### src/rtl/dtp_pkg.sv
// shared types and constants of the dhcp option parser
`default_nettype none
package dtp_pkg;

   typedef enum logic [2:0] {
      PH_MAGIC = 3'd0,
      PH_TAG   = 3'd1,
      PH_LEN   = 3'd2,
      PH_VALUE = 3'd3,
      PH_SKIP  = 3'd4
   } phase_type;

   localparam logic [1:0] ST_END       = 2'd0;
   localparam logic [1:0] ST_MISMATCH  = 2'd1;
   localparam logic [1:0] ST_TRUNCATED = 2'd2;

   localparam logic [1:0] LEASE_NONE  = 2'd0;
   localparam logic [1:0] LEASE_OFFER = 2'd1;
   localparam logic [1:0] LEASE_ACK   = 2'd2;
   localparam logic [1:0] LEASE_NAK   = 2'd3;

   localparam logic [7:0] TAG_PAD    = 8'd0;
   localparam logic [7:0] TAG_SUBNET = 8'd1;
   localparam logic [7:0] TAG_MSG    = 8'd53;
   localparam logic [7:0] TAG_SERVER = 8'd54;
   localparam logic [7:0] TAG_END    = 8'hFF;

   localparam logic [7:0] MSG_OFFER = 8'd2;
   localparam logic [7:0] MSG_ACK   = 8'd5;
   localparam logic [7:0] MSG_NAK   = 8'd6;

   localparam logic [7:0] ADDR_LEN = 8'd4;

   localparam logic [1:0] COOKIE_LAST = 2'd3;

   typedef struct packed {
      logic [1:0]  status;
      logic [1:0]  lease_state;
      logic [31:0] subnet_mask;
      logic [31:0] server_address;
      logic        server_seen;
      logic        subnet_seen;
   } rsp_type;

   // expected magic cookie byte at each position
   function automatic logic [7:0] cookie_byte(input logic [1:0] idx);
      logic [7:0] b;
      case (idx)
         2'd0:    b = 8'h63;
         2'd1:    b = 8'h82;
         2'd2:    b = 8'h53;
         default: b = 8'h63;
      endcase
      return b;
   endfunction

endpackage
`default_nettype wire

### src/rtl/dtp_req_if.sv
// byte channel into the dhcp option parser
`default_nettype none
interface dtp_req_if;
   logic       valid;
   logic       ready;
   logic [7:0] data_byte;
   logic       last_byte;

   modport source (output valid, output data_byte, output last_byte, input ready);
   modport sink   (input valid, input data_byte, input last_byte, output ready);
endinterface
`default_nettype wire

### src/rtl/dtp_rsp_if.sv
// result channel out of the dhcp option parser
`default_nettype none
interface dtp_rsp_if;
   logic        valid;
   logic        ready;
   logic [1:0]  status;
   logic [1:0]  lease_state;
   logic [31:0] subnet_mask;
   logic [31:0] server_address;
   logic        server_seen;
   logic        subnet_seen;

   modport source (output valid, output status, output lease_state, output subnet_mask,
                   output server_address, output server_seen, output subnet_seen,
                   input ready);
   modport sink   (input valid, input status, input lease_state, input subnet_mask,
                   input server_address, input server_seen, input subnet_seen,
                   output ready);
endinterface
`default_nettype wire

### src/rtl/dhcp_option_tlv_parser.sv
// dhcp options field parser: magic cookie check, tlv walk, lease and address capture
//
// usage:
//   req_bus carries the options field one byte per transaction, last_byte marks
//   the final byte of a packet. rsp_bus carries exactly one result transaction
//   per packet: at the end tag, at the first wrong magic cookie byte, or at the
//   last byte when the walk was cut short. bytes after a result are dropped up
//   to and including the last byte; the next byte opens a new packet.
//   a byte accepted into the input register is parsed from there, and its result
//   is loaded into the result register that drives rsp_bus.
//   throughput: one byte per cycle; the parser state registers are updated
//   by one short step per byte, so nothing limits the rate but the handshakes.
//   a stalled receiver holds the result register; one more byte waits in the
//   input register, then req_bus.ready drops until the result is taken.
//   reset (synchronous): empty pipeline, magic check at cookie byte zero, lease
//   state none, stored subnet mask and server address cleared.
//   lease state and stored addresses persist across packets.
`default_nettype none
module dhcp_option_tlv_parser (
   input  wire logic clock,
   input  wire logic reset,
   dtp_req_if.sink   req_bus,
   dtp_rsp_if.source rsp_bus
);
   import dtp_pkg::*;

   // input register
   logic       in_valid_ff, in_valid_in;
   logic [7:0] in_byte_ff;
   logic       in_last_ff;

   // parser state
   phase_type   phase_ff, phase_in;
   logic [1:0]  cookie_idx_ff, cookie_idx_in;
   logic [7:0]  left_ff, left_in;
   logic [7:0]  tag_ff, tag_in;
   logic [7:0]  len_ff, len_in;
   logic [31:0] shift_ff, shift_in;
   logic [31:0] subnet_ff, subnet_in;
   logic [31:0] server_ff, server_in;
   logic [1:0]  lease_ff, lease_in;
   logic        subnet_seen_ff, subnet_seen_in;
   logic        server_seen_ff, server_seen_in;

   // per-byte step
   logic       out_free;
   logic       advance;
   logic       emit;
   logic [1:0] emit_status;
   logic       subnet_seen_upd, server_seen_upd;
   logic [7:0] left_dec;
   logic [31:0] shift_next;
   rsp_type    result;

   // a byte moves on only when the result register can take whatever it yields
   assign advance     = in_valid_ff && out_free;
   assign req_bus.ready = !in_valid_ff || advance;
   assign in_valid_in = (req_bus.valid && req_bus.ready) || (in_valid_ff && !advance);

   always_ff @(posedge clock) begin
      if (reset) begin
         in_valid_ff <= 1'b0;
      end else begin
         in_valid_ff <= in_valid_in;
      end
   end

   always_ff @(posedge clock) begin
      if (req_bus.valid && req_bus.ready) begin
         in_byte_ff <= req_bus.data_byte;
         in_last_ff <= req_bus.last_byte;
      end
   end

   assign left_dec   = left_ff - 8'd1;
   assign shift_next = {shift_ff[23:0], in_byte_ff};

   always_comb begin
      phase_in        = phase_ff;
      cookie_idx_in   = cookie_idx_ff;
      left_in         = left_ff;
      tag_in          = tag_ff;
      len_in          = len_ff;
      shift_in        = shift_ff;
      subnet_in       = subnet_ff;
      server_in       = server_ff;
      lease_in        = lease_ff;
      subnet_seen_upd = subnet_seen_ff;
      server_seen_upd = server_seen_ff;
      emit            = 1'b0;
      emit_status     = ST_END;

      if (advance) begin
         unique case (phase_ff)
            PH_MAGIC: begin
               if (in_byte_ff != cookie_byte(cookie_idx_ff)) begin
                  emit        = 1'b1;
                  emit_status = ST_MISMATCH;
                  phase_in    = PH_SKIP;
               end else if (cookie_idx_ff == COOKIE_LAST) begin
                  cookie_idx_in = 2'd0;
                  phase_in      = PH_TAG;
               end else begin
                  cookie_idx_in = cookie_idx_ff + 2'd1;
               end
            end
            PH_TAG: begin
               if (in_byte_ff == TAG_END) begin
                  emit        = 1'b1;
                  emit_status = ST_END;
                  phase_in    = PH_SKIP;
               end else if (in_byte_ff != TAG_PAD) begin
                  tag_in   = in_byte_ff;
                  phase_in = PH_LEN;
               end
            end
            PH_LEN: begin
               len_in   = in_byte_ff;
               left_in  = in_byte_ff;
               shift_in = 32'd0;
               phase_in = (in_byte_ff == 8'd0) ? PH_TAG : PH_VALUE;
            end
            PH_VALUE: begin
               // message type acts on its first value byte only
               if (tag_ff == TAG_MSG && left_ff == len_ff) begin
                  case (in_byte_ff)
                     MSG_OFFER: lease_in = LEASE_OFFER;
                     MSG_ACK:   lease_in = LEASE_ACK;
                     MSG_NAK:   lease_in = LEASE_NAK;
                     default:   lease_in = lease_ff;
                  endcase
               end
               shift_in = shift_next;
               left_in  = left_dec;
               if (left_dec == 8'd0) begin
                  if (len_ff == ADDR_LEN && tag_ff == TAG_SUBNET) begin
                     subnet_in       = shift_next;
                     subnet_seen_upd = 1'b1;
                  end else if (len_ff == ADDR_LEN && tag_ff == TAG_SERVER) begin
                     server_in       = shift_next;
                     server_seen_upd = 1'b1;
                  end
                  phase_in = PH_TAG;
               end
            end
            PH_SKIP: begin
               phase_in = PH_SKIP;
            end
            default: begin
               phase_in = PH_SKIP;
            end
         endcase

         if (in_last_ff) begin
            // walk cut short without a decisive byte
            if (!emit && phase_in != PH_SKIP) begin
               emit        = 1'b1;
               emit_status = ST_TRUNCATED;
            end
            phase_in      = PH_MAGIC;
            cookie_idx_in = 2'd0;
            left_in       = 8'd0;
            tag_in        = 8'd0;
            len_in        = 8'd0;
            shift_in      = 32'd0;
         end
      end

      subnet_seen_in = (advance && in_last_ff) ? 1'b0 : subnet_seen_upd;
      server_seen_in = (advance && in_last_ff) ? 1'b0 : server_seen_upd;

      result.status         = emit_status;
      result.lease_state    = lease_in;
      result.subnet_mask    = subnet_in;
      result.server_address = server_in;
      result.server_seen    = server_seen_upd;
      result.subnet_seen    = subnet_seen_upd;
   end

   always_ff @(posedge clock) begin
      if (reset) begin
         phase_ff       <= PH_MAGIC;
         cookie_idx_ff  <= 2'd0;
         left_ff        <= 8'd0;
         tag_ff         <= 8'd0;
         len_ff         <= 8'd0;
         shift_ff       <= 32'd0;
         subnet_ff      <= 32'd0;
         server_ff      <= 32'd0;
         lease_ff       <= LEASE_NONE;
         subnet_seen_ff <= 1'b0;
         server_seen_ff <= 1'b0;
      end else begin
         phase_ff       <= phase_in;
         cookie_idx_ff  <= cookie_idx_in;
         left_ff        <= left_in;
         tag_ff         <= tag_in;
         len_ff         <= len_in;
         shift_ff       <= shift_in;
         subnet_ff      <= subnet_in;
         server_ff      <= server_in;
         lease_ff       <= lease_in;
         subnet_seen_ff <= subnet_seen_in;
         server_seen_ff <= server_seen_in;
      end
   end

   // result register toward rsp_bus
   dtp_rsp_stage u_rsp_stage (
      .clock     (clock),
      .reset     (reset),
      .load      (emit),
      .load_data (result),
      .free      (out_free),
      .rsp_bus   (rsp_bus)
   );
endmodule
`default_nettype wire

### src/rtl/dtp_rsp_stage.sv
// output register of the result channel
`default_nettype none
module dtp_rsp_stage (
   input  wire logic             clock,
   input  wire logic             reset,
   input  wire logic             load,
   input  wire dtp_pkg::rsp_type load_data,
   output logic                  free,
   dtp_rsp_if.source             rsp_bus
);
   import dtp_pkg::*;

   logic    valid_ff, valid_in;
   rsp_type data_ff;

   assign free     = !valid_ff || rsp_bus.ready;
   assign valid_in = load || (valid_ff && !rsp_bus.ready);

   always_ff @(posedge clock) begin
      if (reset) begin
         valid_ff <= 1'b0;
      end else begin
         valid_ff <= valid_in;
      end
   end

   always_ff @(posedge clock) begin
      if (load) begin
         data_ff <= load_data;
      end
   end

   assign rsp_bus.valid          = valid_ff;
   assign rsp_bus.status         = data_ff.status;
   assign rsp_bus.lease_state    = data_ff.lease_state;
   assign rsp_bus.subnet_mask    = data_ff.subnet_mask;
   assign rsp_bus.server_address = data_ff.server_address;
   assign rsp_bus.server_seen    = data_ff.server_seen;
   assign rsp_bus.subnet_seen    = data_ff.subnet_seen;
endmodule
`default_nettype wire
### src/flat_wrapper.sv
// flat-port wrapper written by rule: the top's interface ports become plain ports
module dhcp_option_tlv_parser_flat import dtp_pkg::*;
  (clock, reset, req_bus_valid, req_bus_data_byte, req_bus_last_byte, req_bus_ready, rsp_bus_valid, rsp_bus_status, rsp_bus_lease_state, rsp_bus_subnet_mask, rsp_bus_server_address, rsp_bus_server_seen, rsp_bus_subnet_seen, rsp_bus_ready);
  dtp_req_if req_bus_i ();
  dtp_rsp_if rsp_bus_i ();
  input  wire logic clock;
  input  wire logic reset;
  input wire logic [$bits(req_bus_i.valid)-1:0] req_bus_valid;
  input wire logic [$bits(req_bus_i.data_byte)-1:0] req_bus_data_byte;
  input wire logic [$bits(req_bus_i.last_byte)-1:0] req_bus_last_byte;
  output wire logic [$bits(req_bus_i.ready)-1:0] req_bus_ready;
  output wire logic [$bits(rsp_bus_i.valid)-1:0] rsp_bus_valid;
  output wire logic [$bits(rsp_bus_i.status)-1:0] rsp_bus_status;
  output wire logic [$bits(rsp_bus_i.lease_state)-1:0] rsp_bus_lease_state;
  output wire logic [$bits(rsp_bus_i.subnet_mask)-1:0] rsp_bus_subnet_mask;
  output wire logic [$bits(rsp_bus_i.server_address)-1:0] rsp_bus_server_address;
  output wire logic [$bits(rsp_bus_i.server_seen)-1:0] rsp_bus_server_seen;
  output wire logic [$bits(rsp_bus_i.subnet_seen)-1:0] rsp_bus_subnet_seen;
  input wire logic [$bits(rsp_bus_i.ready)-1:0] rsp_bus_ready;
  assign req_bus_i.valid = req_bus_valid;
  assign req_bus_i.data_byte = req_bus_data_byte;
  assign req_bus_i.last_byte = req_bus_last_byte;
  assign req_bus_ready = req_bus_i.ready;
  assign rsp_bus_valid = rsp_bus_i.valid;
  assign rsp_bus_status = rsp_bus_i.status;
  assign rsp_bus_lease_state = rsp_bus_i.lease_state;
  assign rsp_bus_subnet_mask = rsp_bus_i.subnet_mask;
  assign rsp_bus_server_address = rsp_bus_i.server_address;
  assign rsp_bus_server_seen = rsp_bus_i.server_seen;
  assign rsp_bus_subnet_seen = rsp_bus_i.subnet_seen;
  assign rsp_bus_i.ready = rsp_bus_ready;
  dhcp_option_tlv_parser u_core (.clock(clock), .reset(reset), .req_bus(req_bus_i), .rsp_bus(rsp_bus_i));
endmodule
### config.mk
export PLATFORM = sky130hd
export DESIGN_NAME = dhcp_option_tlv_parser_flat
export DESIGN_NICKNAME = d
export VERILOG_FILES = /design/src/rtl/dtp_pkg.sv /design/src/rtl/dtp_req_if.sv /design/src/rtl/dtp_rsp_if.sv /design/src/rtl/dhcp_option_tlv_parser.sv /design/src/rtl/dtp_rsp_stage.sv /design/src/flat_wrapper.sv
export SDC_FILE = /design/constraint.sdc
export NUM_CORES = 1
export LEC_CHECK = 0
export ABC_CLOCK_PERIOD_IN_PS = 4850
export BUFFER_PORTS_ARGS = -buffer_cell sky130_fd_sc_hd__buf_2
export CORE_ASPECT_RATIO = 0.5
export CORE_UTILIZATION = 48
export DETAILED_ROUTE_END_ITERATION = 12
export PLACE_DENSITY = 0.7
export SYNTH_ARGS = -nofsm -noshare
export SYNTH_HDL_FRONTEND = slang
export SYNTH_SLANG_ARGS = --single-unit
### constraint.sdc
create_clock -name clock -period 4.85 [get_ports clock]
set_input_delay 0.97 -clock clock [delete_from_list [all_inputs] [get_ports clock]]
set_output_delay 0.97 -clock clock [all_outputs]
set_load 0.01 [all_outputs]
==> results of run 1 <==
## worst min-delay path by stage
stage / end / depth (start not counted) / slack, ns / from
2_1_floorplan: u_core.tag_ff[6]$_SDFFE_PP0P_ / 1 / 0.44 / u_core.tag_ff[6]$_SDFFE_PP0P_
3_3_place_gp: u_core.tag_ff[6]$_SDFFE_PP0P_ / 1 / 0.46 / u_core.tag_ff[6]$_SDFFE_PP0P_
3_5_place_dp: u_core.tag_ff[3]$_SDFFE_PP0P_ / 1 / 0.46 / u_core.tag_ff[3]$_SDFFE_PP0P_
4_1_cts: u_core.tag_ff[3]$_SDFFE_PP0P_ / 1 / 0.48 / u_core.tag_ff[3]$_SDFFE_PP0P_
5_1_grt: u_core.tag_ff[0]$_SDFFE_PP0P_ / 1 / 0.50 / u_core.tag_ff[0]$_SDFFE_PP0P_
6_report: u_core.tag_ff[3]$_SDFFE_PP0P_ / 1 / 0.48 / u_core.tag_ff[3]$_SDFFE_PP0P_
## power breakdown
part / switching (mW) / leakage, nW / internal (mW) / total [mW]
registers: 0.0250 / 1.84 / 1.78 / 1.80
logic: 0.0650 / 1.61 / 0.0232 / 0.0882
clock network: 0.650 / 0.316 / 0.903 / 1.55
## logic make-up after synthesis
| logic type | count (synthesis) | share of synthesized area, % |
|---|---|---|
| flops | 202 | 58.6 |
| buf+inv | 84 | 5.50 |
| xor+xnor | 10 | 1.06 |
| fa+ha+maj | 5 | 0.758 |
| compound gates | 228 | 16.5 |
| simple gates | 271 | 17.5 |
## state kept, by name, indices dropped and copies added, names as in the netlist
signal / count
u_core.u_rsp_stage.rsp_bus.status: 2
u_core.in_valid_ff: 1
u_core.server_seen_ff: 1
u_core.u_rsp_stage.rsp_bus.subnet_mask: 32
u_core.in_byte_ff: 8
u_core.in_last_ff: 1
u_core.left_ff: 8
u_core.lease_ff: 2
u_core.phase_ff: 3
u_core.shift_ff: 24
u_core.server_ff: 32
u_core.tag_ff: 8
u_core.subnet_seen_ff: 1
u_core.cookie_idx_ff: 2
u_core.u_rsp_stage.rsp_bus.subnet_seen: 1
u_core.u_rsp_stage.rsp_bus.valid: 1
u_core.u_rsp_stage.rsp_bus.lease_state: 2
u_core.len_ff: 8
u_core.subnet_ff: 32
u_core.u_rsp_stage.rsp_bus.server_seen: 1
u_core.u_rsp_stage.rsp_bus.server_address: 32
## cell type report
type                       count  area [um2]
tap                          227         284
fill                        1445        7290
clock inverter                14         161
timing repair buffer          93         490
clock buffer                  20         489
multi-input combinational    514        3000
sequential                   202        4830
inverter                      13        48.8
## routing by layer
metal  global-route usage (%)  routed length [um]
met5                        0                   0
met4                     6.30                 462
met3                     3.57                1150
met2                     34.0                8480
met1                     30.4                9200
## synth_stat cells, drive strengths merged (5+ instances only)
cell type,count,area (um2)
a21oi,85,429
a22o,8,70.1
a22oi,34,255
buf,28,184
clkbuf,43,221
dfxtp,123,2460
edfxtp,79,2370
ha,5,62.6
inv,13,48.8
nand2,85,319
nand3,9,45.0
nand4,72,457
nor2,53,199
nor3,5,25.0
nor4,10,103
o21ai,78,390
xnor2,10,87.6
==> key figures, run 1 <==
Status
  • Status: finished clean

STA
  • Final hold vios: 0
  • Hold Slack: 0.481 ns
  • Slew @ Worst Pin: about 1.2 ns
  • Worst setup margin: 1.62 ns
  • Setup_tns: 0 ns
  • Skew final: 0.0159 ns
  • Tmin final: 3.23 ns
  • Final Setup Violations: 0
  • Fin crit share: roughly two thirds
  • Fin. max-slew vios: 0
  • RSZ-0062 raised after global routing: no
  • Worst slew margin: 18.5%
  • Fmax: 310 MHz

Cells and area
  • Non-Filler Instances: 1083
  • Cell area after layout: just over 9000 um2
  • Layout overhead on the synthesized area: 12.8%
  • Layout Utilization: 56.1%
  • # nets final: 861
  • Number of diodes: 0
  • Share of layout cells above drive strength 1: 17.2%
  • Commonest non-fill, non-tap cells in the layout: 123 x dfxtp_1, 85 x nand2_1, 84 x a21oi_1, 83 x buf_2, 79 x edfxtp_1
  • Commonest non-fill, non-tap cell in the layout: dfxtp_1

Critical path
  • Critical path data arrival time: 3.36 ns
  • Peak fanout along the critical path: 55
  • Worst reg2reg path startpoint: u_core.in_byte_ff[7]$_DFFE_PP_
  • Slowest stage cell, crit path: edfxtp_1
  • Worst reg-to-reg setup slack: between 1.5 and 2 ns
  • Worst Reg-to-Reg Cells: 6
  • Worst-path cell chain: nand4_1, o21ai_0, o311a_1, nor2_1, nor2_4, buf_4
  • Worst path top cell family by delay: flip-flops
  • Critical Path End: u_core.u_rsp_stage.rsp_bus.server_address[17]$_DFFE_PP_
  • Worst EP required: 4.98 ns
  • CP startpoint: u_core.in_byte_ff[7]$_DFFE_PP_
  • Endpoint class of the critical path: register
  • Critical path depth: 6
  • Worst R2R End: u_core.u_rsp_stage.rsp_bus.server_address[17]$_DFFE_PP_
  • Startpoint Class: register
  • Critical path type: register to register
  • Buffers & Inverters on Critical Path: 1
  • CP max stage delay: 0.75 ns

Detailed routing
  • DRT antenna net count: 0
  • Avg Vias per Cell: 5.85
  • DR WL/cell: 17.8 um
  • WL final: 19.3 mm
  • Via count: 6339
  • Drc violations: 0
  • Iter 0 DRT Violations: 493
  • Pre-antenna DRT Iters: 5

CTS
  • CTS H-Tree Depth: 1
  • CTS tree: yes
  • Cts repair resizes: 0
  • Inserted Clock Buffers: 19
  • Root Buffer: clkbuf_16
  • Post CTS Setup Buffer Count: 0
  • Reg clk slew, reported paths: 0.07 ns
  • Clk sinks: 202
  • Later-pin clock latency in the skew report: approximately 0.50 ns
  • # hold bufs at CTS: 0
  • Clock buffer depth: 3

Global route
  • Largest net degree at the start of global routing: 67
  • Global-route wire length before repair: 30.4 mm
  • Initial antenna violation count: 0
  • Grt ovf: 0
  • GRT Resource Usage Total: 21.4%
  • Vias in the first global route: between 5k and 6k

Synth
  • Net Count, Synth: 818
  • Sequential fraction of the synthesis area: 58.6%
  • Main synth FF type: dfxtp_1
  • EDFF count, synth: approximately 80
  • Syn. warnings: 0
  • Synth Register Bits: between 200 and 250
  • Asr flop ratio synth: 0%
  • Synthesized instance count: 800
  • Count of cell types in the netlist: 61
  • Syn_area_per_cell: 10.3 um2
  • Mapped cell area: 8250 um2

Placed design
  • GP Congestion: 0.874
  • Dpl ws: approximately 1.7 ns
  • DP Area: 8650 um2
  • DP Wirelength: around 12 mm
  • Buffers on Ports: between 80 and 90
  • Dpl cells: 1049

Pwr
  • Worst vdd ir: approximately 0.19 mV
  • Pwr/cell area: 370 nW/um2
  • Leakage: between 3 and 4 nW
  • Total power: 3.44 mW

Die
  • Core Footprint: 16600 um2
  • Initial Util: 49.7%
  • Horiz. Die Dim: 187 um
  • Rows: 33
  • Die ar.: 17700 um2
  • IO Count: 85
  • Die Y: 94.7 um

Hold path
  • HP Class: register to register

Run
  • Maximum Capacitance Violations: 0
Note: power is estimated with default switching activity, not from simulation.
==> inputs of run 2 (changes only) <==
--- a/config.mk
+++ b/config.mk
@@ -5,7 +5,7 @@
 export SDC_FILE = /design/constraint.sdc
 export NUM_CORES = 1
 export LEC_CHECK = 0
-export ABC_CLOCK_PERIOD_IN_PS = 4850
+export ABC_CLOCK_PERIOD_IN_PS = 2600
 export BUFFER_PORTS_ARGS = -buffer_cell sky130_fd_sc_hd__buf_2
 export CORE_ASPECT_RATIO = 0.5
 export CORE_UTILIZATION = 48
==> constraint.sdc (replaced) <==
create_clock -name clock -period 2.6 [get_ports clock]
set_input_delay 0.52 -clock clock [delete_from_list [all_inputs] [get_ports clock]]
set_output_delay 0.52 -clock clock [all_outputs]
set_load 0.01 [all_outputs]
==> run 2 against run 1 <==
- non-clock buffer count up 16
- critical path type unchanged
- largest power group unchanged
- via count up 0.87%
- clock skew down 0.0049 ns
- critical endpoint is now u_core.subnet_ff[7]$_SDFF_PP0_
- largest cell class unchanged
==> key figures, run 2 (synthesis results as in run 1) <==
Pwr
  • Total power: roughly 6.3 mW
  • Leakage: 3.85 nW
  • Worst vdd ir: 0.343 mV
  • Pwr/cell area: approximately 670 nW/um2

Die
  • Horiz. Die Dim: 187 um
  • Core Footprint: 16600 um2
  • IO Count: 85
  • Rows: 33
  • Die Y: between 90 and 100 um
  • Die ar.: 17700 um2
  • Initial Util: 49.7%

STA
  • Tmin final: roughly 2.3 ns
  • Final hold vios: 0
  • Skew final: 0.0110 ns
  • Fmax: 435 MHz
  • Worst setup margin: 0.302 ns
  • Slew @ Worst Pin: 0.664 ns
  • RSZ-0062 raised after global routing: no
  • Worst slew margin: 55.5%
  • Fin crit share: 88.4%
  • Setup_tns: 0 ns
  • Final Setup Violations: 0
  • Hold Slack: 0.209 ns
  • Fin. max-slew vios: 0

CTS
  • CTS H-Tree Depth: 1
  • Cts repair resizes: 0
  • Clock buffer depth: 3
  • Reg clk slew, reported paths: 0.07 ns
  • Post CTS Setup Buffer Count: 0
  • # hold bufs at CTS: 0
  • Inserted Clock Buffers: 19
  • Root Buffer: clkbuf_16
  • CTS tree: yes
  • Later-pin clock latency in the skew report: 0.49 ns
  • Clk sinks: 202

Detailed routing
  • Iter 0 DRT Violations: 564
  • Met2 WL: 8.97 mm
  • Avg Vias per Cell: 5.82
  • DR WL/cell: about 18 um
  • WL final: slightly below 20 mm
  • Pre-antenna DRT Iters: 5
  • DR top layer: met4
  • DRT antenna net count: 0
  • Via count: about 6.4k
  • Met1 WL: ~9.1 mm
  • WL met3: 1.30 mm
  • Drc violations: 0

Cells and area
  • Non-Filler Instances: around 1.1k
  • # nets final: 877
  • Cell area after layout: 9460 um2
  • Layout Utilization: 57.0%
  • Number of diodes: 0
  • Commonest non-fill, non-tap cell in the layout: dfxtp_1
  • Share of layout cells above drive strength 1: 18.8%
  • Layout overhead on the synthesized area: 14.6%
  • Commonest non-fill, non-tap cells in the layout: 122 x dfxtp_1, 85 x nand2_1, 84 x a21oi_1, 83 x buf_2, 79 x edfxtp_1
  • Fillcell total: 1446

Hold path
  • HP Class: input port to register

Critical path
  • Worst-path cell chain: inv_1, ha_1, o41ai_2, nor3b_4, buf_12, nand4_1, a21oi_1
  • Critical path type: register to register
  • Endpoint class of the critical path: register
  • Critical path data arrival time: about 2.7 ns
  • Startpoint Class: register
  • Buffers & Inverters on Critical Path: 2
  • Worst path top cell family by delay: compound AO/OA/AOI/OAI gates
  • Peak fanout along the critical path: 66
  • Worst EP required: 3.02 ns
  • CP max stage delay: 0.52 ns
  • Slowest stage cell, crit path: o41ai_2

Placed design
  • Buffers on Ports: 84
  • DP Area: 8840 um2
  • DP Wirelength: 12.1 mm
  • Dpl ws: 0.305 ns
  • Dpl cells: 1065
  • GP Congestion: 0.842

Global route
  • Vias in the first global route: 6150
  • GRT Resource Usage Total: 22.2%
  • Grt ovf: 0
  • Largest net degree at the start of global routing: between 100 and 150
  • Global-route wire length before repair: 31.6 mm
  • Initial antenna violation count: 0

Run
  • Maximum Capacitance Violations: 0

Status
  • Status: finished clean
==> run 2: cell count changes in the layout (fill, tap and decap cells not counted), sizes merged <==
cell / change
clkinvlp: -1
clkbuf: +3
clkinv: -1
bufinv: -1
buf: +16
==> run 2: worst paths after layout <==
| check | startpoint | slack, ns | cells past startpoint | end |
|---|---|---|---|---|
| worst min register to register | u_core.tag_ff[3]$_SDFFE_PP0P_ | 0.48 | 1 | u_core.tag_ff[3]$_SDFFE_PP0P_ |
| worst max-delay path | u_core.left_ff[0]$_SDFFE_PP0P_ | 0.30 | 7 | u_core.subnet_ff[7]$_SDFF_PP0_ |
| worst min-delay path | req_bus_data_byte[0] | 0.21 | 1 | u_core.in_byte_ff[0]$_DFFE_PP_ |
| worst max register to register | u_core.left_ff[0]$_SDFFE_PP0P_ | 0.30 | 7 | u_core.subnet_ff[7]$_SDFF_PP0_ |
==> run 2: power by group <==
| part | total [mW] | leakage (nW) | switching [mW] | internal, mW |
|---|---|---|---|---|
| registers | 3.34 | 1.84 | 0.0230 | 3.32 |
| logic | 0.204 | 1.71 | 0.146 | 0.0573 |
| clock network | 2.78 | 0.302 | 1.19 | 1.59 |
==> run 2: layer usage <==
metal	GRT usage, %	vias up
met2	36.6	220
met5	0	-
li1	-	3073
met1	30.9	3070
met3	4.05	31
met4	4.67	0
==> run 2: layout make-up <==
class	instances	area (um2)	area share, %
flip-flops and latches	202	4840	51.1
well taps	227	284	3.00
clock inverters	11	116	1.23
inverters	13	48.8	0.516
clock buffers	23	500	5.29
repair buffers	109	661	6.99
multi-input cells	514	3010	31.8
==> inputs of run 3 (changes only) <==
--- a/config.mk
+++ b/config.mk
@@ -13,4 +13,5 @@
 export PLACE_DENSITY = 0.7
 export SYNTH_ARGS = -nofsm -noshare
 export SYNTH_HDL_FRONTEND = slang
+export SYNTH_HIERARCHICAL = 1
 export SYNTH_SLANG_ARGS = --single-unit
==> run 3 against run 2 <==
- sequential power is essentially flat
- final cell count shrank 1.8%
- critical path depth shrank 1
- die area shrank 5.0%
- clock power is essentially flat
- synthesized cell count shrank 4.5%
- clock skew grew 0.0084 ns
- hold slack gained 0.00098 ns
- global-route usage shrank 0.52 points
- synthesized area shrank 5.1%
- first-iteration DRC count grew 2.0%
- critical path type unchanged
- highest routed layer unchanged
==> key figures, run 3 <==
Status
  • Status: finished clean

Synth
  • Synth top area share: 31.4%
  • Syn. warnings: 6
  • Synth cell count leaders: 123 x dfxtp_1, 84 x nand2_1, 79 x edfxtp_1
  • Net Count, Synth: 782
  • Synth top area cells: dfxtp_1 31%, edfxtp_1 30%, a21oi_1 5.0%
  • Synth Register Bits: slightly above 200
  • Mapped cell area: 7830 um2
  • Syn_area_per_cell: a little over 10 um2
  • Synthesized instance count: 764
  • EDFF count, synth: around 80
  • Asr flop ratio synth: 0%
  • Main synth FF type: dfxtp_1
  • Cell taking the most area after synthesis: dfxtp_1
  • Count of cell types in the netlist: 53
  • Top-count cell post-synth: dfxtp_1
  • Sequential fraction of the synthesis area: around three fifths

STA
  • Fin. max-slew vios: 0
  • Final hold vios: 0
  • Hold Slack: 0.209 ns
  • Setup_tns: 0 ns
  • Worst slew margin: slightly above 40%
  • Worst setup margin: 0.213 ns
  • Fin crit share: 91.8%
  • Fmax: 419 MHz
  • RSZ-0062 raised after global routing: no
  • Skew final: 0.0194 ns
  • Slew @ Worst Pin: 0.887 ns
  • Final Setup Violations: 0
  • Tmin final: around 2.4 ns

Run
  • Maximum Capacitance Violations: 0

Detailed routing
  • DRT antenna net count: 0
  • Avg Vias per Cell: between 5 and 6
  • Met2 WL: around 8.6 mm
  • Iter 0 DRT Violations: 575
  • Pre-antenna DRT Iters: 5
  • DR top layer: met4
  • WL met3: 1.06 mm
  • Met1 WL: 8.05 mm
  • WL final: 18.0 mm
  • DR WL/cell: 16.7 um
  • Via count: 6026
  • Drc violations: 0

Global route
  • Grt ovf: 0
  • Largest net degree at the start of global routing: 82
  • Initial antenna violation count: 0
  • Global-route wire length before repair: around 29 mm
  • GRT Resource Usage Total: 21.7%
  • Vias in the first global route: 5751

CTS
  • CTS tree: yes
  • Clock buffer depth: 3
  • Clk sinks: 202
  • Later-pin clock latency in the skew report: between 0.4 and 0.5 ns
  • Root Buffer: clkbuf_16
  • CTS H-Tree Depth: 1
  • Post CTS Setup Buffer Count: 0
  • Reg clk slew, reported paths: about 0.060 ns
  • Inserted Clock Buffers: 18

Critical path
  • Critical path type: register to register
  • Endpoint class of the critical path: register
  • Worst EP required: roughly 2.8 ns
  • Slowest stage cell, crit path: or3b_2
  • Startpoint Class: register
  • Peak fanout along the critical path: 32
  • Critical path data arrival time: 2.61 ns
  • Buffers & Inverters on Critical Path: 1
  • Worst path top cell family by delay: simple AND/OR/NAND/NOR gates
  • Worst-path cell chain: or3_1, or2_2, or3b_2, buf_4, o21ai_0, nand2_1
  • CP max stage delay: 0.47 ns

Placed design
  • GP Congestion: 0.854
  • Buffers on Ports: between 80 and 90
  • Dpl ws: between 0.1 and 0.15 ns
  • DP Area: 8690 um2
  • Dpl cells: 1047
  • DP Wirelength: ~11 mm

Hold path
  • HP Class: input port to register

Cells and area
  • Number of diodes: 0
  • Commonest non-fill, non-tap cells in the layout: 121 x dfxtp_1, 84 x nand2_1, 83 x buf_2, 79 x edfxtp_1, 78 x a21oi_1
  • Commonest non-fill, non-tap cell in the layout: dfxtp_1
  • Layout Utilization: 59.5%
  • Non-Filler Instances: around 1.1k
  • Share of layout cells above drive strength 1: about a fifth
  • Layout overhead on the synthesized area: 19.0%
  • # nets final: 864
  • Cell area after layout: 9310 um2

Die
  • Horiz. Die Dim: 183 um
  • Initial Util: 50.0%
  • IO Count: 85
  • Die Y: 92.3 um
  • Rows: 32
  • Die ar.: roughly 17000 um2
  • Core Footprint: between 15000 and 20000 um2

Pwr
  • Total power: 6.38 mW
  • Worst vdd ir: 0.526 mV
  • Leakage: 3.81 nW
  • Pwr/cell area: 685 nW/um2
[run 3: layer usage]
metal,vias up,global-route usage (%)
li1,2931,-
met1,2909,29.0
met2,164,36.9
met3,22,3.85
met4,0,5.11
met5,-,0
[run 3: kinds of logic (layout without fill, tap and decap cells)]
kind of cell | Yosys count | after routing | share of synthesized area, %
AOI/OAI and AO/OA | 219 | 219 | 16.3
xor gates and xnor gates | 13 | 13 | 1.45
adders and majority gates | 5 | 5 | 0.799
buffers and inverters | 75 | 169 | 3.93
DFF | 202 | 202 | 61.7
muxes | 1 | 1 | 0.144
and+or+nand+nor | 249 | 249 | 15.6
[run 3: cell type report]
type / count / area [um2]
well taps: 221 / 277
multi-input cells: 487 / 2760
inverters: 16 / 60.1
clock buffers: 25 / 518
clock inverters: 7 / 97.6
repair buffers: 121 / 763
fillers: 1317 / 6340
flip-flops and latches: 202 / 4840
[run 3: worst paths after layout]
kind / end / slack (ns) / start / depth (start not counted)
hold / removal: u_core/in_byte_ff[3]$_DFFE_PP_ / 0.21 / req_bus_data_byte[3] / 1
setup / recovery: u_core/u_rsp_stage/rsp_bus.server_address[1]$_DFFE_PP_ / 0.21 / u_core/tag_ff[7]$_SDFFE_PP0P_ / 6
hold reg to reg: u_core/subnet_seen_ff$_SDFF_PP0_ / 0.47 / u_core/subnet_seen_ff$_SDFF_PP0_ / 2
setup reg to reg: u_core/u_rsp_stage/rsp_bus.server_address[1]$_DFFE_PP_ / 0.21 / u_core/tag_ff[7]$_SDFFE_PP0P_ / 6
[run 3: worst register-to-register path, stage by stage (launching register included)]
cell and delay, ns:
dfxtp_1 0.31, or3_1 0.39, or2_2 0.35, or3b_2 0.47
buf_4 0.25, o21ai_0 0.28, nand2_1 0.09
[run 3: power breakdown]
part	total (mW)	switching [mW]	internal, mW
combinational	0.254	0.170	0.0839
sequential	3.36	0.0249	3.33
clock	2.77	1.16	1.61
total	6.38	1.36	5.02
[run 3: what timing repair did]
item                                    CTS  global route
endpoints found under the setup margin    0           131
hold buffers                              0             0
gates resized for setup                   0             3
